--- src/rtl/core/ncc_pkg.sv ---
// Shared constants, codes and types of the nearest center classifier.
`default_nettype none
package ncc_pkg;

  localparam int MAX_CLUSTERS_DEF = 16;
  localparam int MAX_DIMS_DEF     = 16;
  localparam int COORD_WIDTH_DEF  = 16;

  localparam int CLUSTER_FW = 4;
  localparam int DIM_FW     = 4;
  localparam int DIST_W     = 36;

  localparam logic [DIST_W-1:0] DIST_MAX = {DIST_W{1'b1}};

  localparam int CFG_IDX_W  = 2;
  localparam int CFG_DATA_W = 5;

  localparam logic [CFG_IDX_W-1:0] CFG_METRIC   = 2'd0;
  localparam logic [CFG_IDX_W-1:0] CFG_CLUSTERS = 2'd1;
  localparam logic [CFG_IDX_W-1:0] CFG_DIMS     = 2'd2;

  localparam logic [1:0] MET_CHEBYSHEV = 2'd0;
  localparam logic [1:0] MET_EUCLIDEAN = 2'd1;
  localparam logic [1:0] MET_CITYBLOCK = 2'd2;

  localparam logic [1:0]            METRIC_RST   = MET_EUCLIDEAN;
  localparam logic [CFG_DATA_W-1:0] CLUSTERS_RST = 5'd2;
  localparam logic [CFG_DATA_W-1:0] DIMS_RST     = 5'd2;

  localparam logic OP_LOAD   = 1'b0;
  localparam logic OP_SAMPLE = 1'b1;

  typedef enum logic [2:0] {
    ST_IDLE = 3'b001,
    ST_RUN  = 3'b010,
    ST_HOLD = 3'b100
  } state_t;

endpackage
`default_nettype wire

--- src/rtl/core/ncc_in_if.sv ---
// Input channel of the classifier: load and sample coordinate transactions.
`default_nettype none
interface ncc_in_if
  import ncc_pkg::*;
#(
  parameter int COORD_WIDTH = COORD_WIDTH_DEF
) ();
  logic                          valid;
  logic                          ready;
  logic                          op;
  logic [CLUSTER_FW-1:0]         cluster;
  logic [DIM_FW-1:0]             dim;
  logic signed [COORD_WIDTH-1:0] coord;
  logic                          last;

  modport source (output valid, op, cluster, dim, coord, last, input ready);
  modport sink   (input valid, op, cluster, dim, coord, last, output ready);
endinterface
`default_nettype wire

--- src/rtl/core/ncc_out_if.sv ---
// Result channel of the classifier: nearest center and its distance.
`default_nettype none
interface ncc_out_if
  import ncc_pkg::*;
();
  logic                  valid;
  logic                  ready;
  logic [CLUSTER_FW-1:0] best_cluster;
  logic [DIST_W-1:0]     best_distance;

  modport source (output valid, best_cluster, best_distance, input ready);
  modport sink   (input valid, best_cluster, best_distance, output ready);
endinterface
`default_nettype wire

--- src/rtl/core/ncc_ram.sv ---
// Generic simple dual-port RAM with one write port and a registered read port.
`default_nettype none
module ncc_ram
  import ncc_pkg::*;
#(
  parameter int WIDTH = 16,
  parameter int DEPTH = 16,
  localparam int AW   = (DEPTH > 1) ? $clog2(DEPTH) : 1
) (
  input  wire logic             clk,
  input  wire logic             we,
  input  wire logic [AW-1:0]    waddr,
  input  wire logic [WIDTH-1:0] wdata,
  input  wire logic [AW-1:0]    raddr,
  output logic      [WIDTH-1:0] rdata
);

  logic [WIDTH-1:0] mem [DEPTH];

  always_ff @(posedge clk) begin
    if (we) begin
      mem[waddr] <= wdata;
    end
    rdata <= mem[raddr];
  end

endmodule
`default_nettype wire

--- src/rtl/core/nearest_center_classifier.sv ---
// Top level of the nearest center classifier: sequencer, distance pipeline and result register.
//
// Load transactions write one center coordinate into the center memory.
// For each sample coordinate the sequencer issues the active centers (at most MAX_CLUSTERS),
// one center per cycle, into a four-stage read, difference, square and update pipeline that
// reads, modifies and writes back the running distance memory, and the next transaction is
// taken once the last write-back is done. The final coordinate of a sample also picks the
// nearest center during the same pass, and its result is registered into the output register,
// or held until that register is free. Running distances are cleared by per-center valid flags
// at the first coordinate of each sample, so no clearing pass is needed after reset. Center
// memory contents are undefined until written. New input is accepted while a result waits on the
// output; only a further result stalls the block until the waiting one has been taken.
`default_nettype none
module nearest_center_classifier
  import ncc_pkg::*;
#(
  parameter int MAX_CLUSTERS = MAX_CLUSTERS_DEF,
  parameter int MAX_DIMS     = MAX_DIMS_DEF,
  parameter int COORD_WIDTH  = COORD_WIDTH_DEF
) (
  input  wire logic                  clk,
  input  wire logic                  rst_n,
  input  wire logic                  cfg_we,
  input  wire logic [CFG_IDX_W-1:0]  cfg_index,
  input  wire logic [CFG_DATA_W-1:0] cfg_wdata,
  ncc_in_if.sink                     in_ch,
  ncc_out_if.source                  out_ch
);

  localparam int CL_W   = $clog2(MAX_CLUSTERS);
  localparam int CNT_W  = $clog2(MAX_CLUSTERS + 1);
  localparam int DCNT_W = $clog2(MAX_DIMS + 1);
  localparam int ADDR_W = $clog2(MAX_CLUSTERS * MAX_DIMS);
  localparam int SQ_W   = 2 * COORD_WIDTH;
  localparam int SAT_W  = (SQ_W > DIST_W) ? SQ_W : DIST_W;

  function automatic logic [DIST_W-1:0] sat_add(input logic [DIST_W-1:0] a,
                                                input logic [DIST_W-1:0] b);
    logic [DIST_W:0] s;
    s = {1'b0, a} + {1'b0, b};
    return s[DIST_W] ? DIST_MAX : s[DIST_W-1:0];
  endfunction

  // Configuration registers.
  logic [1:0]            metric_r;
  logic [CFG_DATA_W-1:0] clusters_r;
  logic [CFG_DATA_W-1:0] dims_r;

  always_ff @(posedge clk) begin
    if (!rst_n) begin
      metric_r   <= METRIC_RST;
      clusters_r <= CLUSTERS_RST;
      dims_r     <= DIMS_RST;
    end else if (cfg_we) begin
      case (cfg_index)
        CFG_METRIC:   metric_r   <= cfg_wdata[1:0];
        CFG_CLUSTERS: clusters_r <= cfg_wdata;
        CFG_DIMS:     dims_r     <= cfg_wdata;
        default:      ;
      endcase
    end
  end

  logic [CNT_W-1:0]  ncl;
  logic [DCNT_W-1:0] ndim;

  always_comb begin
    if (clusters_r == '0) begin
      ncl = CNT_W'(1);
    end else if (32'(clusters_r) > MAX_CLUSTERS) begin
      ncl = CNT_W'(MAX_CLUSTERS);
    end else begin
      ncl = CNT_W'(clusters_r);
    end
    if (dims_r == '0) begin
      ndim = DCNT_W'(1);
    end else if (32'(dims_r) > MAX_DIMS) begin
      ndim = DCNT_W'(MAX_DIMS);
    end else begin
      ndim = DCNT_W'(dims_r);
    end
  end

  // Control state.
  state_t                   state_r, state_nxt;
  logic                     sample_open_r, sample_open_nxt;
  logic [MAX_CLUSTERS-1:0]  pd_vld_r, pd_vld_nxt;
  logic [CL_W-1:0]          c_r, c_nxt;
  logic                     issue_done_r, issue_done_nxt;

  // Transaction held for the pass.
  logic signed [COORD_WIDTH-1:0] x_r;
  logic [DIM_FW-1:0]             dim_r;
  logic                          last_r;
  logic                          upd_r;

  // Pipeline registers.
  logic                    s1_vld_r, s2_vld_r, s3_vld_r;
  logic                    s1_lastc_r, s2_lastc_r, s3_lastc_r;
  logic [CL_W-1:0]         s1_c_r, s2_c_r, s3_c_r;
  logic [COORD_WIDTH-1:0]  s2_d_r, s3_d_r;
  logic [DIST_W-1:0]       s2_old_r, s3_old_r;
  logic [SQ_W-1:0]         s3_sq_r;
  logic [DIST_W-1:0]       best_d_r;
  logic [CL_W-1:0]         best_c_r;

  // Output register.
  logic                  out_vld_r, out_vld_nxt;
  logic [CLUSTER_FW-1:0] out_cl_r;
  logic [DIST_W-1:0]     out_dist_r;

  logic in_acc, is_load, is_sample, load_ok;
  logic issue_vld, issue_lastc;
  logic out_free;

  assign in_ch.ready = (state_r == ST_IDLE);
  assign in_acc      = in_ch.valid && in_ch.ready;
  assign is_load     = in_acc && (in_ch.op == OP_LOAD);
  assign is_sample   = in_acc && (in_ch.op == OP_SAMPLE);
  assign load_ok     = (32'(in_ch.cluster) < MAX_CLUSTERS) && (32'(in_ch.dim) < MAX_DIMS);
  assign issue_vld   = (state_r == ST_RUN) && !issue_done_r;
  assign issue_lastc = ((CNT_W'(c_r) + CNT_W'(1)) == ncl);
  assign out_free    = !out_vld_r || out_ch.ready;

  // Memories.
  logic [ADDR_W-1:0]      ctr_waddr, ctr_raddr;
  logic [COORD_WIDTH-1:0] ctr_rdata;
  logic                   pd_we;
  logic [DIST_W-1:0]      pd_wdata, pd_rdata;

  assign ctr_waddr = ADDR_W'(32'(in_ch.cluster) * MAX_DIMS + 32'(in_ch.dim));
  assign ctr_raddr = ADDR_W'(32'(c_r) * MAX_DIMS + 32'(dim_r));

  ncc_ram #(
    .WIDTH (COORD_WIDTH),
    .DEPTH (MAX_CLUSTERS * MAX_DIMS)
  ) u_center_ram (
    .clk   (clk),
    .we    (is_load && load_ok),
    .waddr (ctr_waddr),
    .wdata (in_ch.coord),
    .raddr (ctr_raddr),
    .rdata (ctr_rdata)
  );

  ncc_ram #(
    .WIDTH (DIST_W),
    .DEPTH (MAX_CLUSTERS)
  ) u_dist_ram (
    .clk   (clk),
    .we    (pd_we),
    .waddr (s3_c_r),
    .wdata (pd_wdata),
    .raddr (c_r),
    .rdata (pd_rdata)
  );

  // Stage one: center coordinate and running distance arrive from memory.
  logic signed [COORD_WIDTH:0] diff;
  logic [COORD_WIDTH-1:0]      absd;
  logic [DIST_W-1:0]           old_d;

  always_comb begin
    diff = {x_r[COORD_WIDTH-1], x_r} - {ctr_rdata[COORD_WIDTH-1], ctr_rdata};
    absd = diff[COORD_WIDTH] ? COORD_WIDTH'(-diff) : diff[COORD_WIDTH-1:0];
    old_d = pd_vld_r[s1_c_r] ? pd_rdata : '0;
  end

  // Stage two: square of the difference.
  logic [SQ_W-1:0] sq;
  assign sq = SQ_W'(s2_d_r) * SQ_W'(s2_d_r);

  // Stage three: update, write back and running minimum.
  logic [SAT_W-1:0]  sq_ext;
  logic [DIST_W-1:0] sq_sat, d_ext, upd_val, new_d, best_d_cur;
  logic [CL_W-1:0]   best_c_cur;
  logic              better;

  always_comb begin
    sq_ext = SAT_W'(s3_sq_r);
    sq_sat = (sq_ext > SAT_W'(DIST_MAX)) ? DIST_MAX : DIST_W'(sq_ext);
    d_ext  = DIST_W'(s3_d_r);
    case (metric_r)
      MET_CHEBYSHEV: upd_val = (d_ext > s3_old_r) ? d_ext : s3_old_r;
      MET_CITYBLOCK: upd_val = sat_add(s3_old_r, d_ext);
      default:       upd_val = sat_add(s3_old_r, sq_sat);
    endcase
    new_d      = upd_r ? upd_val : s3_old_r;
    better     = (s3_c_r == '0) || (new_d < best_d_r);
    best_d_cur = better ? new_d : best_d_r;
    best_c_cur = better ? s3_c_r : best_c_r;
    pd_we      = s3_vld_r;
    pd_wdata   = new_d;
  end

  // Sequencer.
  always_comb begin
    state_nxt       = state_r;
    sample_open_nxt = sample_open_r;
    pd_vld_nxt      = pd_vld_r;
    c_nxt           = c_r;
    issue_done_nxt  = issue_done_r;
    out_vld_nxt     = out_vld_r && !out_ch.ready;
    if (pd_we) begin
      pd_vld_nxt[s3_c_r] = 1'b1;
    end
    case (state_r)
      ST_IDLE: begin
        if (is_sample) begin
          if (!sample_open_r) begin
            pd_vld_nxt = '0;
          end
          sample_open_nxt = 1'b1;
          c_nxt           = '0;
          issue_done_nxt  = 1'b0;
          state_nxt       = ST_RUN;
        end
      end
      ST_RUN: begin
        if (issue_vld) begin
          if (issue_lastc) begin
            issue_done_nxt = 1'b1;
          end else begin
            c_nxt = c_r + CL_W'(1);
          end
        end
        if (s3_vld_r && s3_lastc_r) begin
          if (last_r) begin
            sample_open_nxt = 1'b0;
            if (out_free) begin
              out_vld_nxt = 1'b1;
              state_nxt   = ST_IDLE;
            end else begin
              state_nxt = ST_HOLD;
            end
          end else begin
            state_nxt = ST_IDLE;
          end
        end
      end
      ST_HOLD: begin
        if (out_free) begin
          out_vld_nxt = 1'b1;
          state_nxt   = ST_IDLE;
        end
      end
      default: state_nxt = ST_IDLE;
    endcase
  end

  always_ff @(posedge clk) begin
    if (!rst_n) begin
      state_r       <= ST_IDLE;
      sample_open_r <= 1'b0;
      pd_vld_r      <= '0;
      c_r           <= '0;
      issue_done_r  <= 1'b1;
      s1_vld_r      <= 1'b0;
      s2_vld_r      <= 1'b0;
      s3_vld_r      <= 1'b0;
      out_vld_r     <= 1'b0;
    end else begin
      state_r       <= state_nxt;
      sample_open_r <= sample_open_nxt;
      pd_vld_r      <= pd_vld_nxt;
      c_r           <= c_nxt;
      issue_done_r  <= issue_done_nxt;
      s1_vld_r      <= issue_vld;
      s2_vld_r      <= s1_vld_r;
      s3_vld_r      <= s2_vld_r;
      out_vld_r     <= out_vld_nxt;
    end
  end

  always_ff @(posedge clk) begin
    if (is_sample) begin
      x_r    <= in_ch.coord;
      dim_r  <= in_ch.dim;
      last_r <= in_ch.last;
      upd_r  <= (DCNT_W'(in_ch.dim) < ndim) && (32'(in_ch.dim) < MAX_DIMS);
    end
    s1_c_r     <= c_r;
    s1_lastc_r <= issue_lastc;
    s2_c_r     <= s1_c_r;
    s2_lastc_r <= s1_lastc_r;
    s2_d_r     <= absd;
    s2_old_r   <= old_d;
    s3_c_r     <= s2_c_r;
    s3_lastc_r <= s2_lastc_r;
    s3_d_r     <= s2_d_r;
    s3_old_r   <= s2_old_r;
    s3_sq_r    <= sq;
    if (s3_vld_r) begin
      best_d_r <= best_d_cur;
      best_c_r <= best_c_cur;
    end
    if (s3_vld_r && s3_lastc_r && last_r && out_free) begin
      out_cl_r   <= CLUSTER_FW'(best_c_cur);
      out_dist_r <= best_d_cur;
    end else if (state_r == ST_HOLD && out_free) begin
      out_cl_r   <= CLUSTER_FW'(best_c_r);
      out_dist_r <= best_d_r;
    end
  end

  assign out_ch.valid         = out_vld_r;
  assign out_ch.best_cluster  = out_cl_r;
  assign out_ch.best_distance = out_dist_r;

  // A write-back only happens inside a pass.
  a_wb_in_pass: assert property (@(posedge clk) disable iff (!rst_n)
    s3_vld_r |-> state_r == ST_RUN)
    else $error("distance write-back outside a pass");

  // Write-backs never address a center beyond the active count.
  a_wb_range: assert property (@(posedge clk) disable iff (!rst_n)
    s3_vld_r |-> CNT_W'(s3_c_r) < ncl)
    else $error("distance write-back beyond active centers");

  // A sample transaction always starts a pass.
  a_sample_runs: assert property (@(posedge clk) disable iff (!rst_n)
    (in_acc && in_ch.op == OP_SAMPLE) |=> state_r == ST_RUN)
    else $error("sample transaction did not start a pass");

  // A held result only waits while the output register is occupied.
  a_hold_full: assert property (@(posedge clk) disable iff (!rst_n)
    state_r == ST_HOLD |-> out_vld_r)
    else $error("result held while output register is empty");

endmodule
`default_nettype wire
--- src/flat_wrapper.sv ---
// flat-port wrapper written by rule: the top's interface ports become plain ports
module nearest_center_classifier_flat import ncc_pkg::*;
#(
  parameter int MAX_CLUSTERS = MAX_CLUSTERS_DEF,
  parameter int MAX_DIMS     = MAX_DIMS_DEF,
  parameter int COORD_WIDTH  = COORD_WIDTH_DEF
)
  (clk, rst_n, cfg_we, cfg_index, cfg_wdata, in_ch_valid, in_ch_op, in_ch_cluster, in_ch_dim, in_ch_coord, in_ch_last, in_ch_ready, out_ch_valid, out_ch_best_cluster, out_ch_best_distance, out_ch_ready);
  ncc_in_if #(.COORD_WIDTH(COORD_WIDTH)) in_ch_i ();
  ncc_out_if out_ch_i ();
  input  wire logic clk;
  input  wire logic rst_n;
  input  wire logic cfg_we;
  input  wire logic [CFG_IDX_W-1:0] cfg_index;
  input  wire logic [CFG_DATA_W-1:0] cfg_wdata;
  input wire logic [$bits(in_ch_i.valid)-1:0] in_ch_valid;
  input wire logic [$bits(in_ch_i.op)-1:0] in_ch_op;
  input wire logic [$bits(in_ch_i.cluster)-1:0] in_ch_cluster;
  input wire logic [$bits(in_ch_i.dim)-1:0] in_ch_dim;
  input wire logic [$bits(in_ch_i.coord)-1:0] in_ch_coord;
  input wire logic [$bits(in_ch_i.last)-1:0] in_ch_last;
  output wire logic [$bits(in_ch_i.ready)-1:0] in_ch_ready;
  output wire logic [$bits(out_ch_i.valid)-1:0] out_ch_valid;
  output wire logic [$bits(out_ch_i.best_cluster)-1:0] out_ch_best_cluster;
  output wire logic [$bits(out_ch_i.best_distance)-1:0] out_ch_best_distance;
  input wire logic [$bits(out_ch_i.ready)-1:0] out_ch_ready;
  assign in_ch_i.valid = in_ch_valid;
  assign in_ch_i.op = in_ch_op;
  assign in_ch_i.cluster = in_ch_cluster;
  assign in_ch_i.dim = in_ch_dim;
  assign in_ch_i.coord = in_ch_coord;
  assign in_ch_i.last = in_ch_last;
  assign in_ch_ready = in_ch_i.ready;
  assign out_ch_valid = out_ch_i.valid;
  assign out_ch_best_cluster = out_ch_i.best_cluster;
  assign out_ch_best_distance = out_ch_i.best_distance;
  assign out_ch_i.ready = out_ch_ready;
  nearest_center_classifier #(.MAX_CLUSTERS(MAX_CLUSTERS), .MAX_DIMS(MAX_DIMS), .COORD_WIDTH(COORD_WIDTH)) u_core (.clk(clk), .rst_n(rst_n), .cfg_we(cfg_we), .cfg_index(cfg_index), .cfg_wdata(cfg_wdata), .in_ch(in_ch_i), .out_ch(out_ch_i));
endmodule
--- config.mk ---
export PLATFORM = sky130hd
export DESIGN_NAME = nearest_center_classifier_flat
export DESIGN_NICKNAME = d
export VERILOG_FILES = /design/src/rtl/core/ncc_pkg.sv /design/src/rtl/core/ncc_in_if.sv /design/src/rtl/core/ncc_out_if.sv /design/src/rtl/core/ncc_ram.sv /design/src/rtl/core/nearest_center_classifier.sv /design/src/flat_wrapper.sv
export SDC_FILE = /design/constraint.sdc
export NUM_CORES = 2
export LEC_CHECK = 0
export BUFFER_PORTS_ARGS = -buffer_cell sky130_fd_sc_hd__buf_2
export CAP_MARGIN = 20
export CORE_UTILIZATION = 50
export DETAILED_ROUTE_END_ITERATION = 8
export GPL_ROUTABILITY_DRIVEN = 0
export GPL_TIMING_DRIVEN = 0
export HOLD_SLACK_MARGIN = 0.15
export MAX_ROUTING_LAYER = met4
export PLACE_DENSITY = 0.66
export SLEW_MARGIN = 20
export SYNTH_ARGS = -nofsm -noshare
export SYNTH_HDL_FRONTEND = slang
export SYNTH_MEMORY_MAX_BITS = 65536
export SYNTH_SLANG_ARGS = --single-unit
--- constraint.sdc ---
create_clock -name clk -period 11.2 [get_ports clk]
set_clock_uncertainty 0.15 [all_clocks]
set_input_delay 1.12 -clock clk [delete_from_list [all_inputs] [get_ports clk]]
set_output_delay 1.12 -clock clk [all_outputs]
set_load 0.02 [all_outputs]
Word level (Yosys, flattened, before mapping)

Memory sizes are Yosys's and may differ from the RTL's. A register that Yosys moved wholly into a read port is not among the register bits.
Index checks and enable logic that the tools add are counted.

Flip-flop bits (word level): 294
Memories kept: 2
Latch bits: 0
Bits in read-only memories: 0
Output and inout bits: 42
Memory bits (writable): 4672

Memory list:

| name                    | depth | bits a word | rd ports | clocked after Yosys merged registers in | wr ports | RTL line      | RTL |
|---|---|---|---|---|---|---|---|
| u_core.u_center_ram.mem | 256   | 16          | 1        | 1                                       | 1        | ncc_ram.sv:18 | `logic [WIDTH-1:0] mem [DEPTH];` |
| u_core.u_dist_ram.mem   | 16    | 36          | 1        | 1                                       | 1        | ncc_ram.sv:18 |  |

Add/subtract/negate cells: 8
$lt $le $gt $ge: 8
Reductions and logical operators: 29
Equality and inequality tests: 14
Multiplexer cells: 50
Multiply operators: 1
Shift-type cells: 0
Divide/modulo/power cells: 0
Bitwise gates (word level): 2

Operator list:

| kind                                                                  | number |
|---|---|
| 36-bit 2-to-1 mux                                                     | 7 |
| 16-bit 2-to-1 mux                                                     | 5 |
| 36-bit case mux with 2 select lines                                   | 1 |
| 36-bit by 16-bit adder with 37-bit output                             | 1 |
| 36-bit by 32-bit adder with 37-bit output                             | 1 |
| 16-bit by 36-bit > comparator with 1-bit output                       | 1 |
| 36-bit < comparator                                                   | 1 |
| 16-bit by 16-bit multiplier with 32-bit output                        | 1 |
| 4-bit 2-to-1 mux                                                      | 6 |
| 5-bit 2-to-1 mux                                                      | 4 |
| 16-bit by 16-bit subtractor with 17-bit output                        | 1 |
| 8-bit by 4-bit adder with 8-bit output                                | 2 |
| 16-bit negator                                                        | 1 |
| 16-bit OR                                                             | 1 |
| 1-bit 2-to-1 mux                                                      | 15 |
| 3-bit 2-to-1 mux                                                      | 5 |
| 4-bit AND reduction                                                   | 3 |
| 5-bit > comparator (second input constant)                            | 2 |
| 1-bit logical AND                                                     | 10 |
| 5-bit zero test                                                       | 2 |
| 4-bit by 5-bit < comparator with 1-bit output (second input constant) | 2 |
| 3-bit case mux with 3 select lines                                    | 1 |
| 2-bit by 1-bit != test with 1-bit output (second input constant)      | 4 |
| 4-bit case mux with 2 select lines                                    | 1 |
| other kinds (22)                                                      | 34 |

Longest topological paths before layout

Word-level depth: 9
Gate-level depth with buffers: 27
Mapped depth without buffers: 25

By module

A second synthesis with hierarchy kept.

Cells, all modules: 10680
Area total of the unflattened synthesis: 204028.2 um^2

By module, submodules not included:

| module                        | instances | cells each | area an instance (um^2) |
|---|---|---|---|
| ncc_ram (u_core.u_center_ram) | 1         | 7360       | 158714.7 |
| nearest_center_classifier     | 1         | 2382       | 22993.3 |
| ncc_ram (u_core.u_dist_ram)   | 1         | 938        | 22320.2 |

Worst setup path before layout

No wires, ideal clock.

Kind: register to register
Start point: register u_core.s3_old_r[0]
End point: register u_core.best_d_r[15], data pin
Arrival: 6.013 ns
Setup slack: 4.777 ns
Stages on the path, launching flop included: 24
Period minus slack after synthesis: 6.423 ns
Path through: dfxtp_1 > ha_1 > inv_1 > fa_1 > o21bai_1 > a21oi_2 > o311ai_1 > a211o_1 > a21oi_4 > o31a_1 > o21ai_0 > nand2_1 > o41ai_1 > ha_1 > nand4_1 > or2_2 > nor3_1 > nand4b_1 > or4_1 > a41oi_2 > or2_1 > buf_2 > buf_6 > mux2_2

Word-level cells in the longest chain between the ends: 7
Elaborated cells between the ends (all ways): 11

RTL lines:

| what                                                              | RTL line                                                          | RTL |
|---|---|---|
| start, declared                                                   | nearest_center_classifier.sv:102                                  | `logic [DIST_W-1:0] s2_old_r, s3_old_r;` |
| start signal, assigned                                            | nearest_center_classifier.sv:291                                  | `s3_old_r <= s2_old_r;` |
| 36-bit by 32-bit adder with 37-bit output (tied with other cells) | nearest_center_classifier.sv:40                                   | `s = {1'b0, a} + {1'b0, b};` |
| 36-bit 2-to-1 mux, on equally long branches                       | nearest_center_classifier.sv:41, nearest_center_classifier.sv:184 |  |
| 36-bit case mux with 2 select lines (*)                           | nearest_center_classifier.sv:183                                  | `case (metric_r)` |
| 36-bit 2-to-1 mux (*)                                             | nearest_center_classifier.sv:188                                  | `new_d = upd_r ? upd_val : s3_old_r;` |
| net u_core.new_d[33]                                              | nearest_center_classifier.sv:175                                  | `logic [DIST_W-1:0] sq_sat, d_ext, upd_val, new_d, best_d_cur;` |
| 36-bit < comparator (*)                                           | nearest_center_classifier.sv:189                                  | `better = (s3_c_r == '0) \|\| (new_d < best_d_r);` |
| 1-bit logical OR (*)                                              | nearest_center_classifier.sv:189                                  |  |
| 36-bit 2-to-1 mux (*)                                             | nearest_center_classifier.sv:190                                  | `best_d_cur = better ? new_d : best_d_r;` |
| net u_core.best_d_cur[15]                                         | nearest_center_classifier.sv:175                                  |  |
| end signal, assigned                                              | nearest_center_classifier.sv:294                                  | `best_d_r <= best_d_cur;` |
| end, declared                                                     | nearest_center_classifier.sv:104                                  | `logic [DIST_W-1:0] best_d_r;` |

Mark *: on every way through the listed nets, which the timed path passes. The rest lies on a longest branch.
A chain may end at the register's enable or synchronous reset.

Worst setup path in the final report

Start point: register u_core.s3_old_r[0]
End point: register u_core.best_d_r[4], data pin

The elaborated chain is that of the path after synthesis.

==> key figures <==
Run status
  – Status: complete, no violations

Floorplanning
  – Core Rows: 232
  – Die width: 637 µm
  – Die Y: 637 µm
  – Die area: 405000 µm²
  – Number of I/O pins: 80
  – Core area: 400000 µm²
  – Initial Util: 50.3%

Drt
  – Routed wire length: 543 mm
  – Number of DRC markers in iteration 0: 15400
  – Routed Antenna Nets: 0
  – Via count: 101000
  – DR pass1 iterations: 6
  – Via density: 6.36
  – Routed WL per cell: 34.1 µm
  – DRC viols: 0

Clock tree
  – Worst-Skew Late Latency: 1040 ps
  – Clk slew on worst S/H paths: 60 ps
  – Clk sinks: 5016
  – CTS buffer count: 477
  – CTS tree: built
  – H-tree depth: 5
  – Clk root buf: clkbuf_16
  – Max Root-Sink Buffers: 4
  – PostCTS Resize Cnt: 0

Cells and area
  – Final Core Density: 57.8%
  – Multi-input gate area: 51400 µm²
  – Share of post-route cells with drive strength above 1: 29.9%
  – Area grow syn2layout: 14.8%
  – Register area: 148000 µm²
  – Filler cell count: 28300
  – Final Cell Area: 231000 µm²
  – Nets: 10600

STA
  – Max-slew violations: 0
  – Final period util: 70.1%
  – Fin. Hold Viols: 0
  – Max_slew headroom: 13.5%
  – Setup ws final: 3350 ps
  – Final setup fails: 0
  – RSZ-0062 raised after global routing: false
  – Final Critical Period: 7850 ps
  – Fmax: 0.127 GHz
  – Worst Max-Slew Pin Slew: 1300 ps
  – Setup TNS: 0 ps

Worst setup path
  – Worst Path Required: 11770 ps
  – CP max-delay cell: a2111oi_2
  – CP Cell Sequence: ha_1 -> ha_1 -> a211oi_2 -> nor2_1 -> a2111oi_2 -> nor3_1 -> nor2_1 -> o21a_1 -> clkbuf_1 -> and2_0 -> clkbuf_1 -> a221oi_4 -> buf_6 -> ha_1 -> nand4_1 -> or2_2 -> nor3_1 -> nand4b_1 -> or4_1 -> a41oi_2 -> or2_1 -> buf_2 -> buf_6 -> mux2_2
  – Type of element capturing the critical path: flip-flop
  – Setup CP Type: reg2reg
  – WP data arrival: 8430 ps
  – Maximum fanout along the worst path: 19
  – Buffers and inverters on the worst path: 5
  – FF-to-FF Start: u_core.s3_old_r[0]$_DFF_P_
  – Kind of cell adding the most delay to the critical path: simple AND/OR/NAND/NOR gates
  – CP startpoint kind: flip-flop
  – Worst Reg-to-Reg Cells: 24
  – FF-to-FF End: u_core.best_d_r[4]$_DFFE_PP_
  – Max incr delay on CP: 780 ps
  – Reg2Reg Setup Slack: 3350 ps
  – Top cell by count, worst path: ha_1

Logic synthesis
  – Avg Cell Area, Syn: 21.6 µm²
  – Post-synth top area cell: edfxtp_1
  – Syn Inst Count: 9314
  – Synth cell types: 85
  – Area of the mapped netlist: 201000 µm²
  – Register area share after synthesis: 73.6%
  – Asr flop ratio synth: 0%
  – Ys flop type: edfxtp_1
  – EDFF count, synth: 4774
  – Net Count, Synth: 9738
  – Post-synthesis register bit count: 5016
  – Top post-synthesis cells by area: edfxtp_1 71%, mux4_2 17%, dfxtp_1 2.4%
  – Synth warn: 0
  – Area fraction of the dominant cell type after synthesis: 71.2%

Power
  – Pleak: 74.3 nW
  – PwrDens: 273 nW/µm²
  – VDD IR max: 0.00136 V

Global routing
  – Met1 Track Usage GR: 38.2%
  – Largest net degree at the start of global routing: 131
  – Initial antenna violation count: 48
  – GRT Total Usage: 27.5%
  – Vias in the first global route: 101000
  – Met2 GRT Util: 41.7%
  – Grt peak-use layer: met2
  – Met3 Track Usage GR: 4.80%
  – Total gr overflow: 0
  – First-pass GRT wire length: 762 mm

Hold path
  – Worst hold endpoint: u_core.s3_old_r[8]$_DFF_P_
  – Hold_sp: u_core.s2_old_r[8]$_SDFF_PN0_
  – Hold Path Class: reg2reg
  – Hold path depth: 0

Placement
  – Post-DP HPWL: 373 mm
  – Post-Place Worst Slack: 3460 ps
  – I/O Buffers: 79
  – Placed cell areas: 215000 µm²

Job
  – Max cap viols: 0
synth_stat cells, types with 53 or more instances:
library cell  instances
a21oi_1             133
and2_1               91
buf_1               112
clkbuf_1            283
dfxtp_1             242
edfxtp_1           4774
fa_1                166
ha_1                220
inv_1               348
mux2_1               67
mux4_2             1529
nand2_1             155
nand3_1              53
nor2_1              381
o21ai_0              89
xnor2_1              68
metrics by stage:
stage | instances | hold slack, ps | total power, mW
after floorplan | 9314 | 160 | 41.5
after global routing | 15900 | 181 | 66.9
after detailed placement | 15000 | 162 | 47.6
after CTS | 15900 | 162 | 63.7
after global placement | 14700 | 162 | 47.3
final | 15900 | 177 | 63.2
cell families after synthesis:
logic type | Yosys count | synth area share (%)
flip-flops | 5016 | 73.6
multiplexers | 1663 | 17.8
AND/OR/NAND/NOR | 873 | 2.02
buffers and inverters | 800 | 1.55
AO/OA/AOI/OAI | 471 | 1.53
adder cells (fa/ha/maj) | 386 | 3.02
XOR/XNOR | 105 | 0.457
state kept, by name (all words and copies together) (netlist names), 30 cells and up:
signal	count
u_core.best_d_r	36
u_core.s3_old_r	36
u_core.s2_old_r	36
u_core.out_ch.best_distance	36
u_core.u_center_ram.mem	4096
u_core.u_dist_ram.rdata	36
u_core.u_dist_ram.mem	576
u_core.s3_sq_r	30
timing repair:
| action | 4_1_cts | 5_1_grt |
|---|---|---|
| buffers inserted | 0 | 0 |
| hold buffers | 1 | 0 |
| endpoints found under the hold margin | 4 | 0 |
worst register-to-register path, cell delays in order, from the launching register on:
cell	delay, ps
dfxtp_1	390
ha_1	300
ha_1	250
a211oi_2	280
nor2_1	160
a2111oi_2	780
nor3_1	140
nor2_1	210
o21a_1	130
clkbuf_1	660
and2_0	210
clkbuf_1	560
a221oi_4	130
buf_6	210
ha_1	320
nand4_1	90
or2_2	340
nor3_1	310
nand4b_1	200
or4_1	510
a41oi_2	390
or2_1	150
buf_2	170
buf_6	190
mux2_2	350
cell type report:
cell class                 instances  area share (%)
timing repair buffer             429            2.63
antenna                           15          0.0162
clock buffer                     581            5.44
multi-input combinational       3498            22.2
tap                             5265            2.85
sequential                      5016            64.1
inverter                         350           0.568
buffer                           450           0.844
clock inverter                   312            1.33
power breakdown:
part,internal (mW),total [mW],switching [mW]
registers,21.2,21.4,0.222
clock network,9.14,16.2,7.04
logic,10.9,25.6,14.8
total,41.2,63.2,22.0
per-layer routing:
layer | up-vias | share of wire, %
met3 | 900 | 10
li1 | 40400 | -
met1 | 54200 | 39
met5 | - | 0
met4 | 0 | 4.0
met2 | 5771 | 47
cell usage in the layout (no fill, tap or decap), types with 75 or more instances in the layout:
cell type and instances:
edfxtp_1 4774, mux4_2 1529, clkbuf_16 482, inv_1 347, clkbuf_1 310, dfxtp_1 241, ha_1 220, nor2_2 194
fa_1 166, nand2_1 155, buf_2 144, buf_6 135, a21oi_1 127, clkinv_1 116, buf_8 114, nor2_1 112
clkinv_2 96, and2_1 91, clkbuf_2 81, o21ai_0 79, nor2_4 75
worst max path at each step:
| stage | start | endpoint | slack (ps) | cells past startpoint |
|---|---|---|---|---|
| after floorplan | u_core.s3_old_r[0]$_DFF_P_ | u_core.best_d_r[15]$_DFFE_PP_ | 4780 | 23 |
| after global placement | u_core.s3_old_r[0]$_DFF_P_ | u_core.best_d_r[3]$_DFFE_PP_ | 1810 | 23 |
| after detailed placement | u_core.s3_old_r[0]$_DFF_P_ | u_core.best_c_r[1]$_DFFE_PP_ | 3460 | 23 |
| after CTS | u_core.s3_old_r[0]$_DFF_P_ | u_core.best_c_r[1]$_DFFE_PP_ | 3430 | 23 |
| after global routing | u_core.s3_old_r[0]$_DFF_P_ | u_core.best_c_r[1]$_DFFE_PP_ | 3120 | 23 |
| final | u_core.s3_old_r[0]$_DFF_P_ | u_core.best_d_r[4]$_DFFE_PP_ | 3350 | 24 |
(Power assumes the default switching activity.)
